## src/design/assert_macros.svh

```systemverilog
// Assertion macros shared by the receiver RTL.
// Included by the top level only; no other dependencies.
`ifndef ASSERT_MACROS_SVH
`define ASSERT_MACROS_SVH

// Same-cycle implication, checked outside reset
`define ASSERT_IMPL(label, clk, rst_n, ante, cons) \
  label: assert property (@(posedge clk) disable iff (!rst_n) (ante) |-> (cons)) \
    else $error("assertion failed: ante -> cons");

// Next-cycle implication, checked outside reset
`define ASSERT_NEXT(label, clk, rst_n, ante, cons) \
  label: assert property (@(posedge clk) disable iff (!rst_n) (ante) |=> (cons)) \
    else $error("assertion failed: ante => next cons");

`endif

```

## src/design/sfr_pkg.sv

```systemverilog
// Shared types and constants of the sensor frame receiver.
// No dependencies; imported by every module of the block.
package sfr_pkg;

  // Parameter default
  localparam int unsigned MaxPayloadDef = 12;

  // Configuration register reset values
  localparam logic [7:0]  HeaderByteRst   = 8'h16;
  localparam logic [15:0] TimeoutLimitRst = 16'd1000;

  // Register indexes on the APB port
  localparam logic RegHeaderByte   = 1'b0;
  localparam logic RegTimeoutLimit = 1'b1;

  // Result status codes
  typedef enum logic [1:0] {
    StGood    = 2'd0,
    StCsum    = 2'd1,
    StTimeout = 2'd2,
    StLength  = 2'd3
  } status_e;

  // Parser phase, one-hot
  typedef enum logic [1:0] {
    PhIdle = 2'b01,
    PhRecv = 2'b10
  } phase_e;

  typedef struct packed {
    logic [7:0]  header_byte;
    logic [15:0] timeout_limit;
  } cfg_t;

  typedef struct packed {
    status_e     status;
    logic [7:0]  command;
    logic [15:0] co2_value;
  } result_t;

endpackage

```

## src/design/sfr_apb_regs.sv

```systemverilog
// APB configuration registers of the sensor frame receiver.
// Depends on sfr_pkg for register indexes, reset values and cfg_t.
module sfr_apb_regs (
  input  logic               clk_i,
  input  logic               rst_ni,
  input  logic               psel,
  input  logic               penable,
  input  logic               pwrite,
  input  logic [2:0]         paddr,
  input  logic [31:0]        pwdata,
  output logic [31:0]        prdata,
  output logic               pready,
  output sfr_pkg::cfg_t      cfg_o
);
  import sfr_pkg::*;

  logic [7:0]  header_q;
  logic [15:0] limit_q;
  logic        wr_en;

  // Write in the access phase; the port never stalls
  assign pready = 1'b1;
  assign wr_en  = psel & penable & pwrite;

  always_ff @(posedge clk_i or negedge rst_ni) begin
    if (!rst_ni) begin
      header_q <= HeaderByteRst;
      limit_q  <= TimeoutLimitRst;
    end else if (wr_en) begin
      unique case (paddr[2])
        RegHeaderByte:   header_q <= pwdata[7:0];
        RegTimeoutLimit: limit_q  <= pwdata[15:0];
        default:         header_q <= header_q;
      endcase
    end
  end

  // Read back the addressed register
  always_comb begin
    unique case (paddr[2])
      RegHeaderByte:   prdata = {24'd0, header_q};
      RegTimeoutLimit: prdata = {16'd0, limit_q};
      default:         prdata = 32'd0;
    endcase
  end

  assign cfg_o.header_byte   = header_q;
  assign cfg_o.timeout_limit = limit_q;

endmodule

```

## src/design/sfr_frame_fsm.sv

```systemverilog
// Frame parser state and single-pass step logic of the sensor frame receiver.
// Depends on sfr_pkg for phase, status, cfg_t and result_t.
module sfr_frame_fsm #(
  parameter int unsigned MAX_PAYLOAD = sfr_pkg::MaxPayloadDef
) (
  input  logic             clk_i,
  input  logic             rst_ni,
  input  logic             step_i,
  input  logic             func_i,
  input  logic [7:0]       rx_byte_i,
  input  sfr_pkg::cfg_t    cfg_i,
  output logic             res_vld_o,
  output sfr_pkg::result_t res_o
);
  import sfr_pkg::*;

  // Index runs up to MAX_PAYLOAD + 2 (the checksum byte)
  localparam int unsigned IdxW = $clog2(MAX_PAYLOAD + 3);

  phase_e          phase_q, phase_d;
  logic [IdxW-1:0] idx_q, idx_d, idx_inc;
  logic [7:0]      len_q, len_d;
  logic [7:0]      sum_q, sum_d;
  logic [7:0]      cmd_q, cmd_d;
  logic [7:0]      vhi_q, vhi_d;
  logic [7:0]      vlo_q, vlo_d;
  logic [15:0]     ticks_q, ticks_d, ticks_inc;
  logic [15:0]     last_q, last_d;
  logic [8:0]      csum_pos;
  logic            emit;
  status_e         emit_status;
  logic [7:0]      emit_cmd;

  assign idx_inc   = idx_q + IdxW'(1);
  assign ticks_inc = (ticks_q == 16'hFFFF) ? ticks_q : ticks_q + 16'd1;
  assign csum_pos  = {1'b0, len_q} + 9'd2;

  // Step the parser for one beat
  always_comb begin
    phase_d     = phase_q;
    idx_d       = idx_q;
    len_d       = len_q;
    sum_d       = sum_q;
    cmd_d       = cmd_q;
    vhi_d       = vhi_q;
    vlo_d       = vlo_q;
    ticks_d     = ticks_q;
    last_d      = last_q;
    emit        = 1'b0;
    emit_status = StGood;
    emit_cmd    = cmd_q;
    if (step_i) begin
      unique case (phase_q)
        PhIdle: begin
          // Wait for the header byte, drop everything else
          if (!func_i && (rx_byte_i == cfg_i.header_byte)) begin
            phase_d = PhRecv;
            idx_d   = '0;
            len_d   = 8'd0;
            sum_d   = rx_byte_i;
            cmd_d   = 8'd0;
            vhi_d   = 8'd0;
            vlo_d   = 8'd0;
            ticks_d = 16'd0;
          end
        end
        PhRecv: begin
          if (func_i) begin
            // Count ticks, abort once past the limit
            ticks_d = ticks_inc;
            if (ticks_inc > cfg_i.timeout_limit) begin
              emit        = 1'b1;
              emit_status = StTimeout;
            end
          end else begin
            idx_d = idx_inc;
            if (idx_inc == IdxW'(1)) begin
              // Length byte
              len_d = rx_byte_i;
              if (rx_byte_i > 8'(MAX_PAYLOAD)) begin
                emit        = 1'b1;
                emit_status = StLength;
                emit_cmd    = 8'd0;
              end else begin
                sum_d = sum_q + rx_byte_i;
              end
            end else if ({{(9-IdxW){1'b0}}, idx_inc} >= csum_pos) begin
              // Checksum byte closes the frame
              emit = 1'b1;
              if (rx_byte_i == (8'd0 - sum_q)) begin
                emit_status = StGood;
                last_d      = {vhi_q, vlo_q};
              end else begin
                emit_status = StCsum;
              end
            end else begin
              // Payload byte
              if (idx_inc == IdxW'(2)) begin
                cmd_d = rx_byte_i;
              end else if (idx_inc == IdxW'(3)) begin
                vhi_d = rx_byte_i;
              end else if (idx_inc == IdxW'(4)) begin
                vlo_d = rx_byte_i;
              end
              sum_d = sum_q + rx_byte_i;
            end
          end
        end
        default: phase_d = PhIdle;
      endcase
      // Return to idle after any result
      if (emit) begin
        phase_d = PhIdle;
        idx_d   = '0;
        ticks_d = 16'd0;
      end
    end
  end

  always_ff @(posedge clk_i or negedge rst_ni) begin
    if (!rst_ni) begin
      phase_q <= PhIdle;
      idx_q   <= '0;
      len_q   <= 8'd0;
      sum_q   <= 8'd0;
      cmd_q   <= 8'd0;
      vhi_q   <= 8'd0;
      vlo_q   <= 8'd0;
      ticks_q <= 16'd0;
      last_q  <= 16'd0;
    end else begin
      phase_q <= phase_d;
      idx_q   <= idx_d;
      len_q   <= len_d;
      sum_q   <= sum_d;
      cmd_q   <= cmd_d;
      vhi_q   <= vhi_d;
      vlo_q   <= vlo_d;
      ticks_q <= ticks_d;
      last_q  <= last_d;
    end
  end

  assign res_vld_o       = emit;
  assign res_o.status    = emit_status;
  assign res_o.command   = emit_cmd;
  assign res_o.co2_value = last_d;

endmodule

```

## src/design/sensor_frame_receiver.sv

```systemverilog
// Sensor frame receiver: parses length-prefixed UART frames with a sum checksum.
// Channels: in (func_i, rx_byte_i) carries one UART byte or one timer tick per
// beat; out (status_o, command_o, co2_value_o) carries one beat per finished or
// aborted frame. Both use valid/ready. Config sits on an APB port: header byte
// at address 0, timeout limit at address 4; write only while the block is idle.
// An input beat lands in an input register, is parsed by combinational logic and
// a result, if any, is loaded into the output register, from which it shows on
// out. One beat per cycle is taken in steady state while the output register
// is not stalled; the parser state update in the single step stage sets that.
// A stalled output register holds its beat and stalls the step stage; the input
// register then holds one more beat and in_ready_o drops.
// Reset clears the parser to idle, the latest CO2 value to zero and the config
// registers to header 0x16 and timeout 1000 ticks.
// Lengths above MAX_PAYLOAD abort the frame with a length status.
// Depends on sfr_pkg, sfr_apb_regs, sfr_frame_fsm and assert_macros.svh.
`include "assert_macros.svh"

module sensor_frame_receiver #(
  parameter int unsigned MAX_PAYLOAD = sfr_pkg::MaxPayloadDef
) (
  input  logic        clk_i,
  input  logic        rst_ni,
  // Input channel
  input  logic        in_valid_i,
  output logic        in_ready_o,
  input  logic        func_i,
  input  logic [7:0]  rx_byte_i,
  // Output channel
  output logic        out_valid_o,
  input  logic        out_ready_i,
  output logic [1:0]  status_o,
  output logic [7:0]  command_o,
  output logic [15:0] co2_value_o,
  // APB configuration port
  input  logic        psel,
  input  logic        penable,
  input  logic        pwrite,
  input  logic [2:0]  paddr,
  input  logic [31:0] pwdata,
  output logic [31:0] prdata,
  output logic        pready
);
  import sfr_pkg::*;

  cfg_t        cfg;
  result_t     res;
  logic        res_vld;
  logic        in_vld_q, in_vld_d;
  logic        func_q;
  logic [7:0]  byte_q;
  logic        out_vld_q, out_vld_d;
  result_t     out_q;
  logic        advance;
  logic        step;

  sfr_apb_regs u_regs (
    .clk_i   (clk_i),
    .rst_ni  (rst_ni),
    .psel    (psel),
    .penable (penable),
    .pwrite  (pwrite),
    .paddr   (paddr),
    .pwdata  (pwdata),
    .prdata  (prdata),
    .pready  (pready),
    .cfg_o   (cfg)
  );

  // Step stage moves when the output register is free or being drained
  assign advance    = !out_vld_q || out_ready_i;
  assign step       = in_vld_q && advance;
  assign in_ready_o = !in_vld_q || advance;

  // Input register
  assign in_vld_d = in_ready_o ? in_valid_i : in_vld_q;

  always_ff @(posedge clk_i or negedge rst_ni) begin
    if (!rst_ni) begin
      in_vld_q <= 1'b0;
    end else begin
      in_vld_q <= in_vld_d;
    end
  end

  always_ff @(posedge clk_i) begin
    if (in_valid_i && in_ready_o) begin
      func_q <= func_i;
      byte_q <= rx_byte_i;
    end
  end

  sfr_frame_fsm #(
    .MAX_PAYLOAD (MAX_PAYLOAD)
  ) u_fsm (
    .clk_i     (clk_i),
    .rst_ni    (rst_ni),
    .step_i    (step),
    .func_i    (func_q),
    .rx_byte_i (byte_q),
    .cfg_i     (cfg),
    .res_vld_o (res_vld),
    .res_o     (res)
  );

  // Output register: load a result, hold while stalled
  assign out_vld_d = advance ? res_vld : out_vld_q;

  always_ff @(posedge clk_i or negedge rst_ni) begin
    if (!rst_ni) begin
      out_vld_q <= 1'b0;
    end else begin
      out_vld_q <= out_vld_d;
    end
  end

  always_ff @(posedge clk_i) begin
    if (res_vld) begin
      out_q <= res;
    end
  end

  assign out_valid_o = out_vld_q;
  assign status_o    = out_q.status;
  assign command_o   = out_q.command;
  assign co2_value_o = out_q.co2_value;

  // Checks
  `ASSERT_IMPL(a_ready_drop_full, clk_i, rst_ni, !in_ready_o, in_vld_q && out_vld_q)
  `ASSERT_IMPL(a_result_needs_step, clk_i, rst_ni, res_vld, step)
  `ASSERT_IMPL(a_length_no_cmd, clk_i, rst_ni, out_valid_o && (status_o == StLength),
               command_o == 8'd0)
  `ASSERT_NEXT(a_result_loads, clk_i, rst_ni, res_vld, out_valid_o)

endmodule

```

## config.mk

```make
export PLATFORM = sky130hd
export DESIGN_NAME = sensor_frame_receiver
export DESIGN_NICKNAME = d
export VERILOG_FILES = /design/src/design/sfr_pkg.sv /design/src/design/sfr_apb_regs.sv /design/src/design/sfr_frame_fsm.sv /design/src/design/sensor_frame_receiver.sv
export VERILOG_INCLUDE_DIRS = /design/src /design/src/design
export SDC_FILE = /design/constraint.sdc
export NUM_CORES = 1
export LEC_CHECK = 0
export BUFFER_PORTS_ARGS = -buffer_cell sky130_fd_sc_hd__buf_2
export CAP_MARGIN = 25
export CORE_MARGIN = 3
export CORE_UTILIZATION = 43
export CTS_CLUSTER_SIZE = 30
export DETAILED_ROUTE_END_ITERATION = 10
export GPL_TIMING_DRIVEN = 0
export HOLD_SLACK_MARGIN = 0.12
export RECOVER_POWER = 25
export SYNTH_ARGS = -nofsm -noshare
export SYNTH_HDL_FRONTEND = slang
export SYNTH_HIERARCHICAL = 1
export SYNTH_SLANG_ARGS = --single-unit
```

## constraint.sdc

```tcl
create_clock -name clk_i -period 4.3 [get_ports clk_i]
set_input_delay 0.43 -clock clk_i [delete_from_list [all_inputs] [get_ports clk_i]]
set_output_delay 0.43 -clock clk_i [all_outputs]
set_load 0.02 [all_outputs]
```

==> flow_summary.yaml <==
worst_setup_path:
  arrival_ns: 4.45
  cp_cell_sequence: "nand4_1, or3b_2, nor3_1, xnor2_1, nand2_1, ha_1, a21oi_1, o21ai_0, or4_1, a211o_1, buf_4, nand3_4, mux2_4, a221o_1"
  critPathSlowestCell: "or3b_2"
  crit_type: "reg -> reg"
  critical_path.max_stage_delay_ns: 0.54
  endpoint_kind: "flop"
  critPathMaxFanout: 6
  setup.worst_path.start_class: "flop"
  required_ns: 4.65
placed_design:
  io_buffers: 75
  placed_area_mm2: 0.00843
  dp_hpwl_um: 12500
  gp_congestion: 0.864
cells_and_area:
  fin_nets: 878
  antenna-diode-count: 0
  synthToLayoutAreaGrowth_pct: 17.6
  fin_util_pct: 51.9
  drive_gt1_share_pct: 29.7
  final_area_mm2: 0.00900
sta:
  slew_headroom_pct: -37.1
  setup_viol: 0
  holdWs_ns: 0.179
  tightestPinTransition_ns: 2.06
  hold_viol: 0
  skew_ns: 0.0111
  period_share_pct: 95.2
  slew_viol_final: 35
  setup_tns_ns: 0
  fin_crit_ns: 4.10
  fmax_mhz: 244
pwr:
  p_total_uw: 5100
  peakVddDrop_uv: 309
  leakage_uw: 0.00409
  power-per-cell-area_mw_per_mm2: 566
drt:
  drtPass1Iterations: 5
  vias: 5383
  drt-initial-drc-count: 317
  wl_per_cell_um: 16.7
  routed_via_density: 5.24
  antenna_left: 0
  drt_wl_total_um: 17100
  drc: 0
synth:
  synth_cells: 671
  yosys.area_share.simple_pct: 13.7
  synthFlopType: "dfrtp_1"
  synth_top_area_share_pct: 30.7
  synth.area.top_cells: "dfrtp_1, edfxtp_1, mux2_2, ha_1, dfstp_2"
  synth.distinct_cells: 71
  syn_area_mm2: 0.00766
  synth.area.mux_share_pct: 13.9
  synth.yosys.seq_area_share_pct: 47.9
  synth-warning-count: 6
  synth-adder-area-share_pct: 6.31
  synth_top_family_by_area: "multiplexers"
  synth_top_area_cell: "dfrtp_1"
  avgSynthCellArea_um2: 11.4
  synth-seq-cells: 139
  synthArstFlopShare_pct: 74.8
  synth-edff-count: 35
  post_synth_xor_area_fraction_pct: 4.00
  synth_compound_area_share_pct: 8.30
global_route:
  overflow: 0
  antenna_found_initial: 0
  grt_max_degree: 71
  grt_pass1_vias: 5485
  grt_util_all_layers_pct: 18.0
  grt_pass1_wl_um: 28300
floorplanning:
  fp.dieH_um: 139
  rows: 48
  start_util_pct: 44.1
  coreArea_mm2: 0.0174
  fp.dieW_um: 139
  io_pins: 112
  dieArea_mm2: 0.0194
clock_tree:
  cts-buffers-inserted: 17
  clock_sinks: 139
  clk_path_buf_depth: 2
  clk_latency_ns: 0.42
  cts.clk_slew.worst_paths_ns: 0.07
  htreeDepth: 4
  cts_tree: "yes"
  cts_root_buf: "clkbuf_16"
run_status:
  status: "complete, but fails checks"
  violations: "capacitance limit, slew limit"
flow_run:
  drv_cap: 1
hold_path:
  hp-class: "in -> reg"
[layout by cell type (no fill, tap or decap), types with 19 or more instances in the layout]
master	instances
nor2_1	28
nor3_1	19
and2_1	21
xnor2_1	21
o21ai_0	19
edfxtp_1	35
buf_2	81
inv_1	53
mux2_2	63
ha_1	36
nand4_1	24
a21oi_1	21
dfrtp_1	93
nand2_1	31
buf_4	24
[critical path: cells and delay by family, from the launching register on]
kind	cells	cell delay (ns)
AO/OA/AOI/OAI	4	0.92
XOR/XNOR	1	0.17
adder cells (fa/ha/maj)	1	0.31
buffers and inverters	1	0.17
flip-flops	1	0.43
multiplexers	1	0.31
AND/OR/NAND/NOR	6	1.73
[kinds of logic after synthesis]
family          count (synthesis)
other cells                     2
flops                         139
xor+xnor                       35
simple gates                  183
fa+ha+maj                      38
mux                            92
buf+inv                        92
compound gates                 90
[path summary, 6_finish.rpt]
check / start / to / slack [ns] / cells past startpoint
worst max register to register: u_fsm/ticks_q[4] / u_fsm/phase_q[0] / 0.20 / 14
min in group asynchronous: rst_ni / u_fsm/last_q[12] / 1.14 / 2
worst min register to register: u_fsm/last_q[7] / u_fsm/last_q[7] / 0.48 / 1
worst max-delay path: u_fsm/ticks_q[4] / u_fsm/phase_q[0] / 0.20 / 14
max in group asynchronous: rst_ni / u_regs/header_q[2] / 1.95 / 3
worst min-delay path: rx_byte_i[5] / byte_q[5] / 0.18 / 1
[cell type report]
class	count	area (um2)
clock inverters	14	126
multi-input cells	455	3570
inverters	54	206
repair buffers	84	484
fillers	1566	8350
clock buffers	18	439
plain buffers	38	229
well taps	225	282
flip-flops and latches	139	3670
[layer usage]
layer / up-vias / wire length, um / global-route usage (%) / share of wire, %
met1: 2622 / 7910 / 24.8 / 46
li1: 2600 / - / - / -
met5: - / 0 / 0 / 0
met3: 20 / 920 / 4.47 / 5.4
met2: 141 / 8030 / 28.3 / 47
met4: 0 / 255 / 5.56 / 1.5
[flip-flops by register name, summed over array words and instances, names as in the netlist, 16 cells and up]
signal and cells:
co2_value_o 16, u_fsm/last_q 16, u_fsm/ticks_q 16, u_regs/limit_q 16
[cell usage after synthesis (all sizes together), types with 4 or more instances]
cell,count
dfrtp,94
and2,23
edfxtp,35
mux2i,10
clkbuf,10
o311ai,4
nand4,25
nand3,16
inv,54
xor2,14
ha,37
nor2b,13
nor2,28
nor4,6
nand2,31
mux2,82
dfstp,10
nand2b,5
o21a,5
a21oi,23
nor3,19
o21ai,22
buf,28
o211ai,9
xnor2,21
[timing repair]
item,4_1_cts,5_1_grt
buffers inserted,3,3
hold buffers,1,0
endpoints found under the hold margin,34,0
gates resized for setup,3,9
pin swaps,1,3
endpoints found under the setup margin,48,50
[metrics by stage]
stage,instances,worst slack (ns)
6_report,1027,0.205
3_3_place_gp,986,-0.541
3_5_place_dp,988,-0.353
5_1_grt,1027,-0.0149
4_1_cts,1024,0.0126
2_1_floorplan,686,0.405
[power by group]
part	total (uW)	switching [uW]	internal (uW)
Sequential	1860	220	1640
Combinational	1830	1060	766
Clock	1410	633	778
Total	5100	1910	3180
No activity file was read; power rests on OpenSTA's default activity.
